--- src/hw/rtl/idv_pkg.sv ---
`timescale 1ns / 1ps

package idv_pkg;

   // Width of every data port on the block
   localparam int FIELD_WIDTH = 64;

   // Commands from the controller to the datapath
   typedef struct packed {
      logic load;    // capture a new word
      logic prep;    // take magnitudes, record result signs
      logic step;    // one shift-subtract iteration
      logic fix;     // apply result signs
   } idv_cmd_type;

   // Status from the datapath to the controller
   typedef struct packed {
      logic div_zero;
   } idv_status_type;

endpackage

--- src/hw/rtl/idv_datapath.sv ---
`timescale 1ns / 1ps

module idv_datapath #(
   parameter int DATA_WIDTH = 64
) (
   input  logic                          clock,
   input  idv_pkg::idv_cmd_type          cmd,
   output idv_pkg::idv_status_type       status,
   input  logic                          opcode,
   input  logic [idv_pkg::FIELD_WIDTH-1:0] dividend,
   input  logic [idv_pkg::FIELD_WIDTH-1:0] divisor,
   output logic [idv_pkg::FIELD_WIDTH-1:0] quotient,
   output logic [idv_pkg::FIELD_WIDTH-1:0] remainder,
   output logic                          div_by_zero
);
   import idv_pkg::*;

   localparam int PAD = FIELD_WIDTH - DATA_WIDTH;

   // q_ff holds the dividend bits not yet shifted out, then the quotient
   logic [DATA_WIDTH-1:0] q_ff, q_in;
   logic [DATA_WIDTH-1:0] r_ff, r_in;
   logic [DATA_WIDTH-1:0] d_ff, d_in;
   logic                  sgn_ff, sgn_in;
   logic                  zero_ff, zero_in;
   logic                  neg_q_ff, neg_q_in;
   logic                  neg_r_ff, neg_r_in;

   logic [DATA_WIDTH:0]   rem_shift;
   logic [DATA_WIDTH:0]   diff;
   logic                  a_neg, b_neg;

   assign rem_shift = {r_ff, q_ff[DATA_WIDTH-1]};
   assign diff      = rem_shift - {1'b0, d_ff};
   assign a_neg     = sgn_ff & q_ff[DATA_WIDTH-1];
   assign b_neg     = sgn_ff & d_ff[DATA_WIDTH-1];

   always_comb begin
      q_in     = q_ff;
      r_in     = r_ff;
      d_in     = d_ff;
      sgn_in   = sgn_ff;
      zero_in  = zero_ff;
      neg_q_in = neg_q_ff;
      neg_r_in = neg_r_ff;
      if (cmd.load) begin
         q_in    = dividend[DATA_WIDTH-1:0];
         d_in    = divisor[DATA_WIDTH-1:0];
         r_in    = '0;
         sgn_in  = opcode;
         zero_in = (divisor[DATA_WIDTH-1:0] == '0);
      end else if (cmd.prep) begin
         if (a_neg) q_in = '0 - q_ff;
         if (b_neg) d_in = '0 - d_ff;
         neg_q_in = a_neg ^ b_neg;
         neg_r_in = a_neg;
      end else if (cmd.step) begin
         // no borrow: the divisor fits, keep the difference
         if (!diff[DATA_WIDTH]) begin
            r_in = diff[DATA_WIDTH-1:0];
            q_in = {q_ff[DATA_WIDTH-2:0], 1'b1};
         end else begin
            r_in = rem_shift[DATA_WIDTH-1:0];
            q_in = {q_ff[DATA_WIDTH-2:0], 1'b0};
         end
      end else if (cmd.fix) begin
         if (neg_q_ff) q_in = '0 - q_ff;
         if (neg_r_ff) r_in = '0 - r_ff;
      end
   end

   always_ff @(posedge clock) begin
      q_ff     <= q_in;
      r_ff     <= r_in;
      d_ff     <= d_in;
      sgn_ff   <= sgn_in;
      zero_ff  <= zero_in;
      neg_q_ff <= neg_q_in;
      neg_r_ff <= neg_r_in;
   end

   assign status.div_zero = zero_ff;

   generate
      if (PAD > 0) begin : g_pad
         assign quotient  = zero_ff ? '0 : {{PAD{1'b0}}, q_ff};
         assign remainder = zero_ff ? '0 : {{PAD{1'b0}}, r_ff};
      end else begin : g_full
         assign quotient  = zero_ff ? '0 : q_ff;
         assign remainder = zero_ff ? '0 : r_ff;
      end
   endgenerate
   assign div_by_zero = zero_ff;

endmodule

--- src/hw/rtl/idv_ctrl.sv ---
`timescale 1ns / 1ps

module idv_ctrl #(
   parameter int DATA_WIDTH = 64
) (
   input  logic                    clock,
   input  logic                    reset,
   input  logic                    start,
   output logic                    busy,
   output logic                    rsp_valid,
   output idv_pkg::idv_cmd_type    cmd,
   input  idv_pkg::idv_status_type status
);
   import idv_pkg::*;

   localparam logic [2:0] ST_IDLE = 3'd0;
   localparam logic [2:0] ST_PREP = 3'd1;
   localparam logic [2:0] ST_RUN  = 3'd2;
   localparam logic [2:0] ST_FIX  = 3'd3;
   localparam logic [2:0] ST_DONE = 3'd4;

   localparam int              CW       = $clog2(DATA_WIDTH);
   localparam logic [CW-1:0]   CNT_LAST = CW'(DATA_WIDTH - 1);

   logic [2:0]    state_ff, state_in;
   logic [CW-1:0] cnt_ff, cnt_in;

   always_comb begin
      state_in = state_ff;
      cnt_in   = cnt_ff;
      cmd      = '0;
      case (state_ff)
         ST_IDLE: begin
            if (start) begin
               cmd.load = 1'b1;
               state_in = ST_PREP;
            end
         end
         ST_PREP: begin
            cmd.prep = 1'b1;
            cnt_in   = CNT_LAST;
            // zero divisor: skip the iterations
            state_in = status.div_zero ? ST_DONE : ST_RUN;
         end
         ST_RUN: begin
            cmd.step = 1'b1;
            cnt_in   = cnt_ff - 1'b1;
            if (cnt_ff == '0) state_in = ST_FIX;
         end
         ST_FIX: begin
            cmd.fix  = 1'b1;
            state_in = ST_DONE;
         end
         ST_DONE: begin
            state_in = ST_IDLE;
         end
         default: begin
            state_in = ST_IDLE;
         end
      endcase
   end

   always_ff @(posedge clock) begin
      if (reset) begin
         state_ff <= ST_IDLE;
         cnt_ff   <= '0;
      end else begin
         state_ff <= state_in;
         cnt_ff   <= cnt_in;
      end
   end

   assign busy      = (state_ff != ST_IDLE);
   assign rsp_valid = (state_ff == ST_DONE);

endmodule

--- src/hw/rtl/int64_divider.sv ---
`timescale 1ns / 1ps

// Restoring shift-subtract divider giving quotient and remainder together,
// unsigned (req_opcode 0) or signed truncating toward zero (req_opcode 1).
// A word is taken when start is high and busy is low; busy then stays high
// until the result has been shown. After acceptance the prep state takes
// magnitudes, the run state forms one quotient bit per step in the shared
// subtractor, and the fix state restores signs before rsp_valid rises.
// The result is taken at the edge that ends the rsp_valid cycle. A new word can
// be taken in the cycle after rsp_valid. A zero divisor skips the iterations:
// the prep state goes straight to the done state, with rsp_div_by_zero set and
// both results zero. rsp_valid lasts exactly one cycle and cannot be stalled:
// the receiver must capture the word then.
// Bits above DATA_WIDTH in the operands are ignored and read as zero in the
// results.
module int64_divider #(
   parameter int DATA_WIDTH = 64
) (
   input  logic                            clock,
   input  logic                            reset,
   input  logic                            start,
   output logic                            busy,
   input  logic                            req_opcode,
   input  logic [idv_pkg::FIELD_WIDTH-1:0] req_dividend,
   input  logic [idv_pkg::FIELD_WIDTH-1:0] req_divisor,
   output logic                            rsp_valid,
   output logic [idv_pkg::FIELD_WIDTH-1:0] rsp_quotient,
   output logic [idv_pkg::FIELD_WIDTH-1:0] rsp_remainder,
   output logic                            rsp_div_by_zero
);
   import idv_pkg::*;

   idv_cmd_type    cmd;
   idv_status_type status;

   idv_ctrl #(
      .DATA_WIDTH (DATA_WIDTH)
   ) u_ctrl (
      .clock     (clock),
      .reset     (reset),
      .start     (start),
      .busy      (busy),
      .rsp_valid (rsp_valid),
      .cmd       (cmd),
      .status    (status)
   );

   idv_datapath #(
      .DATA_WIDTH (DATA_WIDTH)
   ) u_datapath (
      .clock       (clock),
      .cmd         (cmd),
      .status      (status),
      .opcode      (req_opcode),
      .dividend    (req_dividend),
      .divisor     (req_divisor),
      .quotient    (rsp_quotient),
      .remainder   (rsp_remainder),
      .div_by_zero (rsp_div_by_zero)
   );

endmodule

--- config.mk ---
export PLATFORM = sky130hd
export DESIGN_NAME = int64_divider
export DESIGN_NICKNAME = d
export VERILOG_FILES = /design/src/hw/rtl/idv_pkg.sv /design/src/hw/rtl/idv_datapath.sv /design/src/hw/rtl/idv_ctrl.sv /design/src/hw/rtl/int64_divider.sv
export SDC_FILE = /design/constraint.sdc
export NUM_CORES = 1
export LEC_CHECK = 0
export ABC_AREA = 0
export BUFFER_PORTS_ARGS = -buffer_cell sky130_fd_sc_hd__buf_2
export CAP_MARGIN = 15
export CORE_ASPECT_RATIO = 1.5
export CORE_MARGIN = 1
export CORE_UTILIZATION = 59
export CTS_CLUSTER_SIZE = 20
export DETAILED_ROUTE_END_ITERATION = 12
export MAX_ROUTING_LAYER = met4
export PLACE_DENSITY_LB_ADDON = 0.05
export SLEW_MARGIN = 20
export SYNTH_ARGS = -nofsm -noshare
export SYNTH_HDL_FRONTEND = slang
export SYNTH_SLANG_ARGS = --single-unit
export TNS_END_PERCENT = 5
--- constraint.sdc ---
create_clock -name clock -period 7.15 [get_ports clock]
set_clock_uncertainty 0.05 [all_clocks]
set_input_delay 0.715 -clock clock [delete_from_list [all_inputs] [get_ports clock]]
set_output_delay 0.715 -clock clock [all_outputs]
set_load 0.005 [all_outputs]
* Yosys cells after proc, flatten, opt, wreduce, memory -nomap -nowiden *
Index checks and enable logic that the tools add are counted.

word-level totals
  register bits = 205
  input port bits = 132
  output and inout port bits = 131
  logic and storage cells = 68

operators by class
  add/subtract/negate cells = 5
  equal/unequal tests = 7
  multiplexer cells = 26
  bitwise logic cells = 5
  reduce and logical (&&, ||, !) cells = 16

operators with widths
  kind                     number
  $mux W64                 15
  $sub A1 B64 Y64 const A  3
  $sub A65 B64 Y65         1
  $logic_not A64 Y1        1
  $pmux W3 S4              1
  $pmux W6 S2              1
  $reduce_bool A2 Y1       5
  $mux W3                  3
  $reduce_bool A4 Y1       2
  $eq A3 B2 Y1 const B     2
  $logic_not A6 Y1         1
  $mux W1                  6
  $reduce_and A2 Y1        3
  $reduce_and A3 Y1        2
  $sub A6 B1 Y6 const B    1
  $eq A3 B1 Y1 const B     1
  $eq A3 B3 Y1 const B     1
  $logic_not A3 Y1         1
  $ne A3 B1 Y1 const B     1
  $reduce_bool A3 Y1       1
  $and A1 B1 Y1            2
  $ne A2 B1 Y1 const B     1
  $ne A2 B2 Y1 const B     1
  $not A1 Y1               2
  $xor A1 B1 Y1            1

* Depth between registers and ports, before layout *
  depth after elaboration = 6
  gate-level depth with buffers = 16
  depth with buffers taken out = 14

* By module *
A second synthesis with hierarchy kept.

unflattened totals
  cells, all modules = 2453
  area total of the unflattened synthesis = 18855.6 um^2

modules (own cells, without submodules)
  module        instances  cells each  area each (um^2)  sequential area each (um^2)
  idv_datapath  1          2392        18318.8           5245.0
  idv_ctrl      1          61          536.8             180.2

* Worst setup path before layout *
Ideal clock, no wire load.

  kind = input-to-reg
  start = input port start
  end = register u_datapath.q_ff[10] (enable)
  library setup time = 578 ps
  arrival time = 5448 ps
  data required time = 6522 ps
  path slack = 1074 ps
  stages = 2
  buffers on the path = 0
  path through = nor3_1 a211oi_1

between the ends
  cells in the longest elaborated chain, start to end = 4
  elaborated cells on any way between the ends = 6
  those cells by class = eq/ne (1); mux (2); reduce/logical (3)

ends and longest elaborated chain
  what                                                          line                 source
  start, declared                                               int64_divider.sv:21  input logic start,
  $mux W1 *                                                     idv_ctrl.sv:34       if (start) begin
  $mux W1 *                                                     idv_ctrl.sv:32       case (state_ff)
  $ne A3 B1 Y1 (no line) or $reduce_bool A4 Y1 (tied branches)  -
  $reduce_and A3 Y1 (no line) *                                 -
  end signal, assigned                                          idv_datapath.sv:73   q_ff <= q_in;
  end, declared                                                 idv_datapath.sv:21   logic [DATA_WIDTH-1:0] q_ff, q_in;

Mark *: on every way between the ends. The rest lies on a longest branch, timed or not.
A chain may end at the register's enable or synchronous reset.

* Worst setup path in the final report *
  start = register u_datapath.r_ff[5]
  end = register u_datapath.r_ff[63]

between the ends
  cells in the longest elaborated chain, start to end = 4
  elaborated cells on any way between the ends = 6
  those cells by class = add/sub (2); mux (4)

ends and longest elaborated chain
  what                    line                source
  start, declared         idv_datapath.sv:22  logic [DATA_WIDTH-1:0] r_ff, r_in;
  start signal, assigned  idv_datapath.sv:74  r_ff <= r_in;
  $sub A1 B64 Y64         idv_datapath.sv:68  if (neg_r_ff) r_in = '0 - r_ff;
  $mux W64                idv_datapath.sv:68
  $mux W64                idv_datapath.sv:66  end else if (cmd.fix) begin
  $mux W64 *              idv_datapath.sv:57  end else if (cmd.step) begin

Mark *: on every way between the ends. The rest lies on a longest branch, timed or not. The select of a mux whose other input is x is not followed.

==> impl_metrics.py <==
metrics = {
    "run_status": {
        "status": "finished clean",
    },
    "power_and_ir_drop": {
        "p_per_area_nw_per_um2": 278,
        "cellLeakagePower_nw": 7.92,
        "ir_drop_mv": 0.221,
    },
    "clocking": {
        "ctsLongestPathBuffers": 3,
        "cts.sinks": 205,
        "clock_latency_ps": 540,
        "clkSlewWorstSetupHoldPaths_ps": 60,
        "cts-hold-fix-buffers": 0,
        "cts_resized": 0,
        "cts_setup_buffers": 0,
        "cts_made_buffers": 23,
        "h-tree-depth": 1,
        "cts_tree": "yes",
        "clockRootBuffer": "clkbuf_16",
    },
    "setup_path": {
        "r2r_setup_slack_ps": 2470,
        "critPathRequiredTime_ps": 7500,
        "startpoint_type": "register",
        "crit_path_end_kind": "register",
        "r2r-start": "u_datapath.r_ff[5]",
        "worst-r2r-cell-count": 10,
        "crit_type": "register to register",
        "cp.arrival_ps": 5020,
        "path_max_fanout": 10,
        "regToRegEndpoint": "u_datapath.r_ff[63]",
    },
    "logic_synthesis": {
        "synth.area.top_cells": "edfxtp_1, dfxtp_1, a21oi_1, xnor2_1, ha_1",
        "syn-mean-instance-area_sq_um": 7.73,
        "seq_area_frac_synth": 0.306,
        "synth-edff-count": 132,
        "synth_async_sr_flop_share": 0,
        "yosys_warnings": 0,
        "postSynthRegisterBits": 205,
        "synthFlopType": "edfxtp_1",
        "synth_nets": 2496,
        "syn_inst": 2294,
        "yosysTopAreaCell": "edfxtp_1",
        "synth_area_sq_um": 17700,
        "ys_types": 75,
        "synth_top_area_frac": 0.223,
    },
    "die": {
        "rows": 77,
        "core_sq_um": 29500,
        "io_pins": 263,
        "die-area_sq_um": 30800,
        "fp.dieW_um": 144,
        "die_y_um": 214,
        "start_util": 0.602,
    },
    "sta": {
        "period_needed_ps": 4680,
        "rsz0062_at_grt": "no",
        "timing.final.ws_setup_ps": 2470,
        "setup_viol": 0,
        "slew_viol_final": 0,
        "hold_slack_ps": 354,
        "hold_viol": 0,
        "tns_ps": 0,
        "fin_crit_sh": 0.654,
        "slew_headroom": 0.234,
        "worstMarginPinSlew_ps": 1120,
        "fmax_mhz": 214,
    },
    "job": {
        "cap_violations": 0,
    },
    "layout": {
        "final_net_count": 2663,
        "seqCellArea_sq_um": 5430,
        "multi_input_area_sq_um": 11400,
        "mostFrequentLayoutCells": "buf_2, nor2_1, a21oi_1",
        "fin_area_sq_um": 19900,
        "layout_commonest_cell": "buf_2",
        "layout-drive-gt1-share": 0.144,
        "postLayoutCoreUtil": 0.674,
        "fillCellCount": 2643,
        "area_growth_pct": 12.1,
    },
    "route": {
        "totalWireLength_mm": 58.4,
        "initialDrtViolationCount": 1634,
        "drc": 0,
        "drtAntennaViolNets": 0,
        "viasPerCell": 6.39,
        "dr.pass1.iters": 6,
        "dr_total_vias": 18354,
        "dr_wl_met2_mm": 28.0,
        "drt-met1-wl_mm": 22.2,
        "highest_layer": "met4",
        "drt-wirelength-per-cell_um": 20.4,
        "dr_wl_met3_mm": 4.42,
    },
    "hold_path": {
        "hold_class": "input port to register",
        "hold_end": "u_datapath.sgn_ff",
        "whs_path_depth": 1,
        "hold_path.startpoint": "req_opcode",
    },
    "placement": {
        "dp_slack_ps": 2510,
        "placed_area_sq_um": 19200,
        "place.gp.congestion": 1.03,
        "hpwl_mm": 43.2,
        "port_buffers": 262,
    },
    "grt": {
        "grt_max_degree": 99,
        "grt-ovfl-total": 0,
        "grt_pass1_vias": 17326,
        "grt_use_total": 0.383,
        "antenna_found_initial": 1,
        "grt_pass1_wl_mm": 90.0,
    },
}
## how the worst max path moves through the flow
stage | startpoint | end | slack, ps | depth (start not counted)
global placement | u_datapath.r_ff[5] | u_datapath.r_ff[63] | 2600 | 10
global route | u_datapath.d_ff[47] | u_datapath.r_ff[9] | 2250 | 14
finish | u_datapath.r_ff[5] | u_datapath.r_ff[63] | 2470 | 10
CTS | u_datapath.r_ff[5] | u_datapath.r_ff[63] | 2500 | 10
floorplan | start | u_datapath.q_ff[10] | 1070 | 2
detailed placement | u_datapath.r_ff[5] | u_datapath.r_ff[63] | 2510 | 10
## Yosys cell counts (all sizes together), types with 35 or more instances
master	number
a21oi	222
a22oi	57
clkbuf	129
dfxtp	73
edfxtp	132
ha	69
inv	100
nand2	199
nand3	40
nor2	224
nor2b	122
nor3	90
nor4	55
o21ai	162
or3	35
xnor2	104
xor2	46
## critical path, cell delays in order (launching register included)
cell and delay (ps):
dfxtp_1 400, or4_4 610, or4_4 540, or4_4 530
or3_4 360, or4_4 540, or4_4 470, or4_4 490
and3_1 200, a221oi_1 240, o22ai_1 130
## per-stage QoR
stage	std cells	power, mW
final	2871	5.52
after global routing	2871	5.86
after CTS	2870	5.47
after detailed placement	2831	4.33
after global placement	2831	4.29
after floorplan	2294	3.60
## layer usage
metal  global-route usage  vias up
li1                     -     8765
met1                0.446     8465
met2                0.629      904
met3               0.0409      220
met4                0.234        0
met5                    -        -
## kinds of logic after synthesis
| family | count (synthesis) | synth area share |
|---|---|---|
| compound gates | 694 | 0.244 |
| xor+xnor | 150 | 0.0741 |
| fa+ha+maj | 70 | 0.0498 |
| buf+inv | 243 | 0.0523 |
| flops | 205 | 0.306 |
| mux | 29 | 0.0171 |
| simple gates | 903 | 0.257 |
## sequential cells by signal, indices dropped and copies added (netlist names)
register	count
u_ctrl.state_ff	3
u_datapath.neg_q_ff	1
u_datapath.d_ff	64
u_datapath.q_ff	64
u_ctrl.cnt_ff	6
u_datapath.neg_r_ff	1
u_datapath.r_ff	64
u_datapath.sgn_ff	1
u_datapath.div_by_zero	1
## final cells by class
class / instances / share of cell area
multi-input cells: 1846 / 0.574
flip-flops and latches: 205 / 0.273
repair buffers: 284 / 0.0743
clock buffers: 30 / 0.0308
well taps: 395 / 0.0249
inverters: 101 / 0.0191
clock inverters: 9 / 0.00352
diodes: 1 / 0.000126
## power by group
group / total, mW / internal, mW / switching [mW] / leakage (nW)
sequential: 1.86 / 1.54 / 0.328 / 1.88
clock: 1.14 / 0.634 / 0.507 / 0.326
combinational: 2.52 / 1.00 / 1.52 / 5.72
total: 5.52 / 3.17 / 2.35 / 7.92
Power figures use the tool's default switching activity.
